$ cat config.mk
export PLATFORM = sky130hd
export DESIGN_NAME = text_terminal_char_buffer_unit
export DESIGN_NICKNAME = d
export VERILOG_FILES = /design/src/design/tcb_pkg.sv /design/src/design/tcb_ram.sv /design/src/design/tcb_datapath.sv /design/src/design/tcb_ctrl.sv /design/src/design/text_terminal_char_buffer_unit.sv
export SDC_FILE = /design/constraint.sdc
export NUM_CORES = 2
export LEC_CHECK = 0
export BUFFER_PORTS_ARGS = -buffer_cell sky130_fd_sc_hd__buf_2
export CELL_PAD_IN_SITES_DETAIL_PLACEMENT = 0
export CELL_PAD_IN_SITES_GLOBAL_PLACEMENT = 1
export CORE_MARGIN = 2
export CORE_UTILIZATION = 52
export CTS_BUF_LIST = sky130_fd_sc_hd__clkbuf_8 sky130_fd_sc_hd__clkbuf_16
export CTS_CLUSTER_DIAMETER = 50
export CTS_CLUSTER_SIZE = 20
export DETAILED_ROUTE_END_ITERATION = 7
export HOLD_SLACK_MARGIN = 0.03
export PLACE_DENSITY = 0.86
export SLEW_MARGIN = 30
export SYNTH_ARGS = -nofsm -noshare
export SYNTH_HDL_FRONTEND = slang
export SYNTH_SLANG_ARGS = --single-unit
$ cat constraint.sdc
create_clock -name clk -period 19.7 [get_ports clk]
set_input_delay 1.97 -clock clk [delete_from_list [all_inputs] [get_ports clk]]
set_output_delay 1.97 -clock clk [all_outputs]
set_load 0.005 [all_outputs]
$ cat src/design/tcb_pkg.sv
// ----------------------------------------------------------------------------
// tcb_pkg: shared types and constants for the text terminal char buffer
// Command codes, character codes, FSM states and the controller/datapath
// command and status bundles.
// ----------------------------------------------------------------------------
package tcb_pkg;

    // Default geometry of the character box
    localparam int NUM_ROWS_DEF = 6;
    localparam int NUM_COLS_DEF = 80;

    // Fixed field widths of the ports
    localparam int CMD_W  = 2;
    localparam int CODE_W = 8;
    localparam int CELL_W = 7;
    localparam int RROW_W = 3;
    localparam int RCOL_W = 7;

    // Character codes
    localparam logic [CODE_W-1:0] CODE_CR    = 8'd13;
    localparam logic [CODE_W-1:0] CODE_LF    = 8'd10;
    localparam logic [CODE_W-1:0] CODE_SPACE = 8'd32;
    localparam logic [CODE_W-1:0] CODE_LAST  = 8'd127;
    localparam logic [CELL_W-1:0] CELL_SPACE = 7'd32;

    // Command codes carried by the input word
    typedef enum logic [CMD_W-1:0] {
        CMD_PUT   = 2'd0,
        CMD_READ  = 2'd1,
        CMD_CLEAR = 2'd2,
        CMD_NOP   = 2'd3
    } tcb_cmd_t;

    // Controller states
    typedef enum logic [1:0] {
        ST_SWEEP   = 2'd0,
        ST_IDLE    = 2'd1,
        ST_EXEC    = 2'd2,
        ST_RD_WAIT = 2'd3
    } tcb_state_t;

    // Controller -> datapath commands
    typedef struct packed {
        logic in_load;
        logic put_go;
        logic rd_issue;
        logic out_load;
        logic out_is_read;
        logic sweep_all_start;
        logic sweep_row_start;
        logic sweep_step;
    } tcb_ctrl_t;

    // Datapath -> controller status
    typedef struct packed {
        logic is_put;
        logic is_read;
        logic is_clear;
        logic will_scroll;
        logic sweep_last;
        logic out_free;
    } tcb_stat_t;

endpackage

$ cat src/design/tcb_ram.sv
// ----------------------------------------------------------------------------
// tcb_ram: generic single-write, single-read RAM
// One write port, one read port with registered read data.
// ----------------------------------------------------------------------------
module tcb_ram #(
    parameter int WIDTH = 7,
    parameter int DEPTH = 480
) (
    input  logic                     clk,
    input  logic                     wr_en,
    input  logic [$clog2(DEPTH)-1:0] wr_addr,
    input  logic [WIDTH-1:0]         wr_data,
    input  logic                     rd_en,
    input  logic [$clog2(DEPTH)-1:0] rd_addr,
    output logic [WIDTH-1:0]         rd_data
);

    logic [WIDTH-1:0] mem [DEPTH];

    // Write port
    always_ff @(posedge clk)
    begin
        if (wr_en)
        begin
            mem[wr_addr] <= wr_data;
        end
    end

    // Registered read port
    always_ff @(posedge clk)
    begin
        if (rd_en)
        begin
            rd_data <= mem[rd_addr];
        end
    end

endmodule

$ cat src/design/tcb_datapath.sv
// ----------------------------------------------------------------------------
// tcb_datapath: cursor, row rotation, cell RAM and result register
// The box scrolls by rotating a top-row pointer; the row that leaves the top
// is blanked by a sweep and reused as the new bottom row.
// ----------------------------------------------------------------------------
module tcb_datapath #(
    parameter int NUM_ROWS = 6,
    parameter int NUM_COLS = 80
) (
    input  logic                       clk,
    input  logic                       rst_n,
    input  tcb_pkg::tcb_ctrl_t         ctrl,
    output tcb_pkg::tcb_stat_t         stat,
    input  logic [tcb_pkg::CMD_W-1:0]  command,
    input  logic [tcb_pkg::CODE_W-1:0] char_code,
    input  logic [tcb_pkg::RROW_W-1:0] read_row,
    input  logic [tcb_pkg::RCOL_W-1:0] read_col,
    output logic                       out_valid,
    input  logic                       out_ready,
    output logic [tcb_pkg::CELL_W-1:0] cell_char,
    output logic [2:0]                 cursor_row,
    output logic [6:0]                 cursor_col,
    output logic                       stored,
    output logic                       scrolled
);

    import tcb_pkg::*;

    localparam int RW    = $clog2(NUM_ROWS);
    localparam int CW    = (NUM_COLS > 1) ? $clog2(NUM_COLS) : 1;
    localparam int DEPTH = NUM_ROWS * NUM_COLS;
    localparam int AW    = $clog2(DEPTH);

    localparam logic [RW-1:0] ROW_LAST = RW'(NUM_ROWS - 1);
    localparam logic [RW:0]   ROWS_X   = (RW + 1)'(NUM_ROWS);
    localparam logic [CW-1:0] COL_LAST = CW'(NUM_COLS - 1);
    localparam logic [AW-1:0] COLS_A   = AW'(NUM_COLS);
    localparam logic [AW-1:0] ADDR_END = AW'(DEPTH - 1);

    // Latched input word
    tcb_cmd_t            cmd_reg;
    logic [CODE_W-1:0]   code_reg;
    logic [RROW_W-1:0]   rrow_reg;
    logic [RCOL_W-1:0]   rcol_reg;

    // Cursor and row rotation
    logic [RW-1:0]       cur_row_reg, cur_row_next;
    logic [CW-1:0]       cur_col_reg, cur_col_next;
    logic [RW-1:0]       top_reg, top_next;

    // Blanking sweep
    logic [AW-1:0]       sweep_addr_reg, sweep_addr_next;
    logic [AW-1:0]       sweep_last_reg, sweep_last_next;

    // Result register
    logic                out_valid_reg;
    logic [CELL_W-1:0]   cell_char_reg;
    logic [2:0]          cursor_row_reg;
    logic [6:0]          cursor_col_reg;
    logic                stored_reg;
    logic                scrolled_reg;

    // Decode and address signals
    logic                is_newline;
    logic                is_print;
    logic                go_down;
    logic                at_bottom;
    logic                rd_in_range;
    logic [RW+2:0]       rrow_x;
    logic [CW+6:0]       rcol_x;
    logic [RW+2:0]       cur_row_x;
    logic [CW+6:0]       cur_col_x;
    logic [RW+2:0]       row_now_x;
    logic [CW+6:0]       col_now_x;
    logic [AW-1:0]       put_addr;
    logic [AW-1:0]       rd_addr;
    logic [AW-1:0]       row_base;
    logic                wr_en;
    logic [AW-1:0]       wr_addr;
    logic [CELL_W-1:0]   wr_data;
    logic [CELL_W-1:0]   rd_data;

    // Logical row -> physical row under the rotation
    function automatic logic [RW-1:0] phys_row(input logic [RW-1:0] top,
                                               input logic [RW-1:0] lrow);
        logic [RW:0] sum;
        sum = {1'b0, top} + {1'b0, lrow};
        if (sum >= ROWS_X)
        begin
            sum = sum - ROWS_X;
        end
        return sum[RW-1:0];
    endfunction

    function automatic logic [AW-1:0] cell_addr(input logic [RW-1:0] prow,
                                                input logic [CW-1:0] col);
        return AW'(prow) * COLS_A + AW'(col);
    endfunction

    // Input word latch
    always_ff @(posedge clk)
    begin
        if (ctrl.in_load)
        begin
            cmd_reg  <= tcb_cmd_t'(command);
            code_reg <= char_code;
            rrow_reg <= read_row;
            rcol_reg <= read_col;
        end
    end

    // Character classification
    assign is_newline = (code_reg == CODE_CR) || (code_reg == CODE_LF);
    assign is_print   = (code_reg >= CODE_SPACE) && (code_reg <= CODE_LAST);
    assign go_down    = is_newline || (is_print && (cur_col_reg == COL_LAST));
    assign at_bottom  = (cur_row_reg == ROW_LAST);

    // Read address, widened then trimmed to the internal widths
    assign rrow_x      = {{RW{1'b0}}, rrow_reg};
    assign rcol_x      = {{CW{1'b0}}, rcol_reg};
    assign rd_in_range = (32'(rrow_reg) < 32'(NUM_ROWS)) &&
                         (32'(rcol_reg) < 32'(NUM_COLS));
    assign rd_addr     = cell_addr(phys_row(top_reg, rrow_x[RW-1:0]), rcol_x[CW-1:0]);
    assign put_addr    = cell_addr(phys_row(top_reg, cur_row_reg), cur_col_reg);
    assign row_base    = cell_addr(top_reg, '0);

    // Cursor update on a put
    always_comb
    begin
        cur_row_next = cur_row_reg;
        cur_col_next = cur_col_reg;
        top_next     = top_reg;
        if (ctrl.put_go)
        begin
            if (go_down)
            begin
                cur_col_next = '0;
                if (at_bottom)
                begin
                    top_next = (top_reg == ROW_LAST) ? '0 : top_reg + 1'b1;
                end
                else
                begin
                    cur_row_next = cur_row_reg + 1'b1;
                end
            end
            else if (is_print)
            begin
                cur_col_next = cur_col_reg + 1'b1;
            end
        end
    end

    // Sweep address: whole store, or the row leaving the top
    always_comb
    begin
        sweep_addr_next = sweep_addr_reg;
        sweep_last_next = sweep_last_reg;
        if (ctrl.sweep_all_start)
        begin
            sweep_addr_next = '0;
            sweep_last_next = ADDR_END;
        end
        else if (ctrl.sweep_row_start)
        begin
            sweep_addr_next = row_base;
            sweep_last_next = row_base + COLS_A - 1'b1;
        end
        else if (ctrl.sweep_step)
        begin
            sweep_addr_next = sweep_addr_reg + 1'b1;
        end
    end

    always_ff @(posedge clk or negedge rst_n)
    begin
        if (!rst_n)
        begin
            cur_row_reg    <= '0;
            cur_col_reg    <= '0;
            top_reg        <= '0;
            sweep_addr_reg <= '0;
            sweep_last_reg <= ADDR_END;
        end
        else
        begin
            cur_row_reg    <= cur_row_next;
            cur_col_reg    <= cur_col_next;
            top_reg        <= top_next;
            sweep_addr_reg <= sweep_addr_next;
            sweep_last_reg <= sweep_last_next;
        end
    end

    // Cell RAM write: sweep blanks, put stores the character
    assign wr_en   = (ctrl.put_go && is_print) || ctrl.sweep_step;
    assign wr_addr = ctrl.sweep_step ? sweep_addr_reg : put_addr;
    assign wr_data = ctrl.sweep_step ? CELL_SPACE : code_reg[CELL_W-1:0];

    tcb_ram #(
        .WIDTH (CELL_W),
        .DEPTH (DEPTH)
    ) u_cell_ram (
        .clk     (clk),
        .wr_en   (wr_en),
        .wr_addr (wr_addr),
        .wr_data (wr_data),
        .rd_en   (ctrl.rd_issue),
        .rd_addr (rd_addr),
        .rd_data (rd_data)
    );

    // Result register
    assign cur_row_x = {3'b000, cur_row_next};
    assign cur_col_x = {7'b0000000, cur_col_next};

    always_ff @(posedge clk or negedge rst_n)
    begin
        if (!rst_n)
        begin
            out_valid_reg <= 1'b0;
        end
        else if (ctrl.out_load)
        begin
            out_valid_reg <= 1'b1;
        end
        else if (out_ready)
        begin
            out_valid_reg <= 1'b0;
        end
    end

    always_ff @(posedge clk)
    begin
        if (ctrl.out_load)
        begin
            cell_char_reg  <= (ctrl.out_is_read && rd_in_range) ? rd_data : '0;
            cursor_row_reg <= cur_row_x[2:0];
            cursor_col_reg <= cur_col_x[6:0];
            stored_reg     <= ctrl.put_go && is_print;
            scrolled_reg   <= ctrl.put_go && stat.will_scroll;
        end
    end

    assign out_valid  = out_valid_reg;
    assign cell_char  = cell_char_reg;
    assign cursor_row = cursor_row_reg;
    assign cursor_col = cursor_col_reg;
    assign stored     = stored_reg;
    assign scrolled   = scrolled_reg;

    // Status to the controller
    assign stat.is_put      = (cmd_reg == CMD_PUT);
    assign stat.is_read     = (cmd_reg == CMD_READ);
    assign stat.is_clear    = (cmd_reg == CMD_CLEAR);
    assign stat.will_scroll = (cmd_reg == CMD_PUT) && go_down && at_bottom;
    assign stat.sweep_last  = (sweep_addr_reg == sweep_last_reg);
    assign stat.out_free    = !out_valid_reg || out_ready;

    // Checks
    assign row_now_x = {3'b000, cur_row_reg};
    assign col_now_x = {7'b0000000, cur_col_reg};

    a_cursor_bounds: assert property (@(posedge clk) disable iff (!rst_n)
        (cur_row_reg <= ROW_LAST) && (cur_col_reg <= COL_LAST) && (top_reg <= ROW_LAST))
        else $error("cursor or top row out of range");

    a_result_cursor: assert property (@(posedge clk) disable iff (!rst_n)
        out_valid_reg |-> (cursor_row_reg == row_now_x[2:0]) &&
                          (cursor_col_reg == col_now_x[6:0]))
        else $error("cursor moved while a result word is pending");

    a_one_writer: assert property (@(posedge clk) disable iff (!rst_n)
        !(ctrl.put_go && ctrl.sweep_step))
        else $error("put and sweep write the RAM together");

    a_scroll_lands: assert property (@(posedge clk) disable iff (!rst_n)
        (ctrl.put_go && stat.will_scroll) |=>
            (cur_row_reg == ROW_LAST) && (cur_col_reg == '0))
        else $error("scroll did not leave the cursor at the bottom row start");

    a_put_with_result: assert property (@(posedge clk) disable iff (!rst_n)
        ctrl.put_go |-> ctrl.out_load && stat.out_free)
        else $error("put executed without loading the result register");

endmodule

$ cat src/design/tcb_ctrl.sv
// ----------------------------------------------------------------------------
// tcb_ctrl: sequencing FSM of the text terminal char buffer
// Accepts one word, runs it on the datapath, then runs any blanking sweep.
// ----------------------------------------------------------------------------
module tcb_ctrl (
    input  logic               clk,
    input  logic               rst_n,
    input  logic               in_valid,
    output logic               in_ready,
    input  tcb_pkg::tcb_stat_t stat,
    output tcb_pkg::tcb_ctrl_t ctrl
);

    import tcb_pkg::*;

    tcb_state_t state_reg, state_next;

    // State register; reset starts with the store blanking sweep
    always_ff @(posedge clk or negedge rst_n)
    begin
        if (!rst_n)
        begin
            state_reg <= ST_SWEEP;
        end
        else
        begin
            state_reg <= state_next;
        end
    end

    // Next state and commands
    always_comb
    begin
        state_next = state_reg;
        ctrl       = '0;
        in_ready   = 1'b0;
        case (state_reg)
            ST_IDLE:
            begin
                in_ready = 1'b1;
                if (in_valid)
                begin
                    ctrl.in_load = 1'b1;
                    state_next   = ST_EXEC;
                end
            end
            ST_EXEC:
            begin
                if (stat.is_read)
                begin
                    ctrl.rd_issue = 1'b1;
                    state_next    = ST_RD_WAIT;
                end
                else if (stat.out_free)
                begin
                    ctrl.out_load = 1'b1;
                    ctrl.put_go   = stat.is_put;
                    if (stat.is_clear)
                    begin
                        ctrl.sweep_all_start = 1'b1;
                        state_next           = ST_SWEEP;
                    end
                    else if (stat.is_put && stat.will_scroll)
                    begin
                        ctrl.sweep_row_start = 1'b1;
                        state_next           = ST_SWEEP;
                    end
                    else
                    begin
                        state_next = ST_IDLE;
                    end
                end
            end
            ST_RD_WAIT:
            begin
                if (stat.out_free)
                begin
                    ctrl.out_load    = 1'b1;
                    ctrl.out_is_read = 1'b1;
                    state_next       = ST_IDLE;
                end
            end
            ST_SWEEP:
            begin
                ctrl.sweep_step = 1'b1;
                if (stat.sweep_last)
                begin
                    state_next = ST_IDLE;
                end
            end
            default:
            begin
                state_next = ST_IDLE;
            end
        endcase
    end

endmodule

$ cat src/design/text_terminal_char_buffer_unit.sv
// ----------------------------------------------------------------------------
// text_terminal_char_buffer_unit: text box cell store with cursor and scroll
//
// Input channel (in_valid/in_ready) takes one command word: put a character,
// read a cell, or clear the box. Output channel (out_valid/out_ready) returns
// exactly one result word per command: cell contents for a read, the cursor
// after the command, and stored/scrolled flags.
// Each word is accepted, then executed; a read also waits for the registered
// cell RAM read before its result is loaded. No new word is taken until the
// previous one has executed. A put that scrolls then blanks the new bottom
// row at one cell per cycle, NUM_COLS cells (80 by default); a clear blanks
// all NUM_ROWS*NUM_COLS cells, one per cycle (480 by default). The single
// RAM write port sets this one-cell-per-cycle rate.
// No new word is taken during a blanking sweep.
// After reset the store is blanked the same way: in_ready stays low until all
// NUM_ROWS*NUM_COLS cells (480 by default) are blank; cursor at row 0, column 0.
// A result word waits in the output register while out_ready is low; the
// next word may be accepted meanwhile but its execution holds until the
// output register frees up.
// ----------------------------------------------------------------------------
module text_terminal_char_buffer_unit #(
    parameter int NUM_ROWS = tcb_pkg::NUM_ROWS_DEF,
    parameter int NUM_COLS = tcb_pkg::NUM_COLS_DEF
) (
    input  logic                       clk,
    input  logic                       rst_n,
    input  logic                       in_valid,
    output logic                       in_ready,
    input  logic [tcb_pkg::CMD_W-1:0]  command,
    input  logic [tcb_pkg::CODE_W-1:0] char_code,
    input  logic [tcb_pkg::RROW_W-1:0] read_row,
    input  logic [tcb_pkg::RCOL_W-1:0] read_col,
    output logic                       out_valid,
    input  logic                       out_ready,
    output logic [tcb_pkg::CELL_W-1:0] cell_char,
    output logic [2:0]                 cursor_row,
    output logic [6:0]                 cursor_col,
    output logic                       stored,
    output logic                       scrolled
);

    import tcb_pkg::*;

    tcb_ctrl_t ctrl;
    tcb_stat_t stat;

    tcb_ctrl u_ctrl (
        .clk      (clk),
        .rst_n    (rst_n),
        .in_valid (in_valid),
        .in_ready (in_ready),
        .stat     (stat),
        .ctrl     (ctrl)
    );

    tcb_datapath #(
        .NUM_ROWS (NUM_ROWS),
        .NUM_COLS (NUM_COLS)
    ) u_datapath (
        .clk        (clk),
        .rst_n      (rst_n),
        .ctrl       (ctrl),
        .stat       (stat),
        .command    (command),
        .char_code  (char_code),
        .read_row   (read_row),
        .read_col   (read_col),
        .out_valid  (out_valid),
        .out_ready  (out_ready),
        .cell_char  (cell_char),
        .cursor_row (cursor_row),
        .cursor_col (cursor_col),
        .stored     (stored),
        .scrolled   (scrolled)
    );

endmodule

==> summary.txt <==
Status
  – Outcome: complete, no violations

Clock tree
  – CTS Buf Count: 230
  – Worst skew pair latency: 0.95 ns
  – CTS Hold Bufs: 0
  – Clock root cell: clkbuf_16
  – CTS tree: done
  – # resized after CTS: 0
  – Clk slew on worst S/H paths: 0.08 ns
  – CTS sink count: 3436
  – Post-CTS Setup Inserts: 0
  – H-tree levels: 4
  – Clk buf depth: 3

Final layout
  – Share of post-route cells with drive strength above 1: 0.211
  – Post-route cell area: 0.146 mm^2
  – Final #Nets: 6639
  – Area grow syn2layout: 8.53%
  – Fin util: 0.568
  – Finished Layout Cells: 10.1k
  – Flip-flop count of the largest register after layout: 3360
  – Fill cell count: 17.9k

Synth
  – Largest cells by area after synthesis: edfxtp_1 (76%), mux4_2 (13%), nor2_1 (1.6%)
  – Commonest cells in the netlist: edfxtp_1 (3406), mux4_2 (758), nor2_1 (562), mux2i_1 (194), clkbuf_1 (189)
  – Sequential share of the synthesized area: 0.765
  – Area share of the largest cell type after synthesis: 0.759
  – Synth Warn #: 0
  – Post-Syn Area: 0.135 mm^2
  – Post-synth ARST share: 0.00873
  – Cells after synthesis: 6547
  – Total nets after synthesis: 6604
  – Count leader, synth: edfxtp_1
  – FF+latch count, synth: 3436
  – Netlist cell types: 83
  – Number of enable flip-flop cells after synthesis: 3406
  – Top FF cell, synth: edfxtp_1
  – Yosys top cell by area: edfxtp_1
  – Syn Area/Cell: 20.6 um^2

GRT
  – Maximum number of pins on one net before global-route repair: 200
  – Grt ovf: 0
  – Initial antenna violation count: 29
  – First-pass GRT wire length: 523000 um
  – GRT Total Usage: 0.281
  – Vias in the first global route: 68.3k

Timing
  – Unrepaired setup endpoints after global routing: no
  – Hold_ws: 0.506 ns
  – Slew headroom: 0.204
  – Final critical-path required period: 6.35 ns
  – Count of final max-slew check failures: 0
  – Fin. Hold Viols: 0
  – Fmax: 0.158 GHz
  – Worst-margin pin slew: 1.19 ns
  – Setup TNS: 0 ns
  – Final-report setup violation count: 0
  – Layout Skew: 0.0820 ns
  – Part of the cycle the worst path needs: 0.322

Min path
  – Type of the most critical hold path: register to register

Place
  – Final HPWL DP: 224000 um
  – DP Cell Count: 9732
  – Port bufs: 44
  – DP Area: 0.138 mm^2
  – GPL Wtd Cong: 0.940

Floorplanning
  – Initial Util: 0.524
  – Die height: 513 um
  – DIE WIDTH: 513 um
  – Die area: 0.263 mm^2
  – Total core area: 0.257 mm^2
  – I/O Pins: 45
  – FP Rows: 186

Worst setup path
  – CP arrival: 7.12 ns
  – Setup crit end kind: register
  – CP startpoint kind: register
  – Kind of critical path: register to register
  – CP required: 20.47 ns
  – Crit-path max FO: 28

Drt
  – Routed len/inst: 36.7 um
  – DR iter-0 viols: 12.2k
  – Total iterations of the first detailed-routing run: 6
  – Post-DR vias/cell: 6.98
  – Vias: 70.8k
  – DRC: 0
  – Routed wire length: 372000 um
  – Final ANT Viol Nets: 0

Pwr
  – P per Cell Area: 87.8 mW/mm^2
  – Static Leak: 49.0 nW
  – Max IR drop VDD: 0.0968 mV

Flow run
  – Max Cap Viol: 0
==> cell families after synthesis <==
kind of cell,count (synthesis),share of synthesized area
and+or+nand+nor,999,0.0322
buffers and inverters,433,0.0189
DFF,3436,0.765
xor gates and xnor gates,32,0.00208
adders and majority gates,33,0.00329
AOI/OAI and AO/OA,631,0.0333
muxes,983,0.145
==> cell type report <==
cell class	count	area, um^2	share of cell area
antenna	23	57.6	0.000394
inverter	23	87.6	0.000599
clock buffer	231	5770	0.0395
multi-input combinational	2678	29400	0.201
tap	3384	4230	0.0290
clock inverter	160	1770	0.0121
sequential	3436	103000	0.705
timing repair buffer	213	1800	0.0123
==> where the power goes <==
| group | internal, mW | switching (mW) | leakage, nW | total, mW |
|---|---|---|---|---|
| logic | 0.00162 | 0.00217 | 9.66 | 0.00379 |
| registers | 7.90 | 0.00000000000000000619 | 35.6 | 7.90 |
| clock network | 2.35 | 2.59 | 3.71 | 4.93 |
==> per-stage QoR <==
stage	worst slack (ns)	power, mW
floorplan	4.21	8.07
global placement	13.26	8.07
detailed placement	13.67	8.07
CTS	13.60	12.8
global route	13.34	13.1
finish	13.35	12.8
==> worst paths after layout <==
kind                       slack, ns                               end  depth (start not counted)                    startpoint
setup / recovery               13.35  u_datapath.u_cell_ram.rd_data[1]                         16         u_datapath.top_reg[0]
hold / removal                  0.51      u_datapath.sweep_last_reg[8]                          2  u_datapath.sweep_last_reg[8]
max in group asynchronous      18.18         u_datapath.cur_col_reg[6]                          1                         rst_n
hold reg to reg                 0.51      u_datapath.sweep_last_reg[8]                          2  u_datapath.sweep_last_reg[8]
min in group asynchronous       1.07              u_datapath.out_valid                          1                         rst_n
setup reg to reg               13.35  u_datapath.u_cell_ram.rd_data[1]                         16         u_datapath.top_reg[0]
==> worst max-delay path, cell delays in order, from the launching register on <==
cell and delay [ns]:
dfrtp_1 0.48, ha_1 0.28, fa_1 0.38, xnor2_1 0.24, nand2_1 0.12, mux2i_1 0.44, inv_1 0.13, fa_2 0.54
buf_4 0.45, buf_4 0.45, nand2b_1 0.23, nor2_1 0.20, a32oi_1 0.38, nand2_1 0.19, o31ai_1 0.76, nand4_1 0.49
o2bb2ai_1 0.35
==> metal layers <==
metal	GRT usage	wire [um]	up-vias
met4	0.141	21400	28
met5	0	191	-
met1	0.377	127000	36476
li1	-	-	27115
met3	0.0877	54100	1074
met2	0.419	170000	6111
==> placed cells by master (no fill, tap or decap), types with 13 or more instances in the layout <==
| master | instances |
|---|---|
| o22ai_1 | 62 |
| a221oi_1 | 45 |
| and2_1 | 18 |
| nand2_1 | 150 |
| clkbuf_16 | 230 |
| buf_4 | 136 |
| buf_12 | 17 |
| a21oi_1 | 100 |
| nand4_1 | 29 |
| clkinv_2 | 13 |
| xnor2_1 | 15 |
| ha_1 | 27 |
| o21ai_0 | 56 |
| a211oi_1 | 17 |
| o221ai_1 | 19 |
| buf_2 | 46 |
| nor2_1 | 555 |
| clkinv_8 | 16 |
| a22oi_1 | 176 |
| a22o_1 | 35 |
| inv_6 | 15 |
| mux2i_1 | 192 |
| dfrtp_1 | 26 |
| nor3_1 | 30 |
| diode_2 | 23 |
| a31oi_1 | 19 |
| nand3b_1 | 18 |
| clkinvlp_4 | 16 |
| xor2_1 | 15 |
| clkinv_1 | 18 |
| inv_8 | 19 |
| nand2_2 | 17 |
| edfxtp_1 | 3406 |
| nor2b_1 | 13 |
| nand2b_1 | 17 |
| mux2_2 | 18 |
| nand3_1 | 75 |
| mux4_2 | 758 |
| mux4_1 | 13 |
| inv_1 | 43 |
Power figures use the tool's default switching activity.
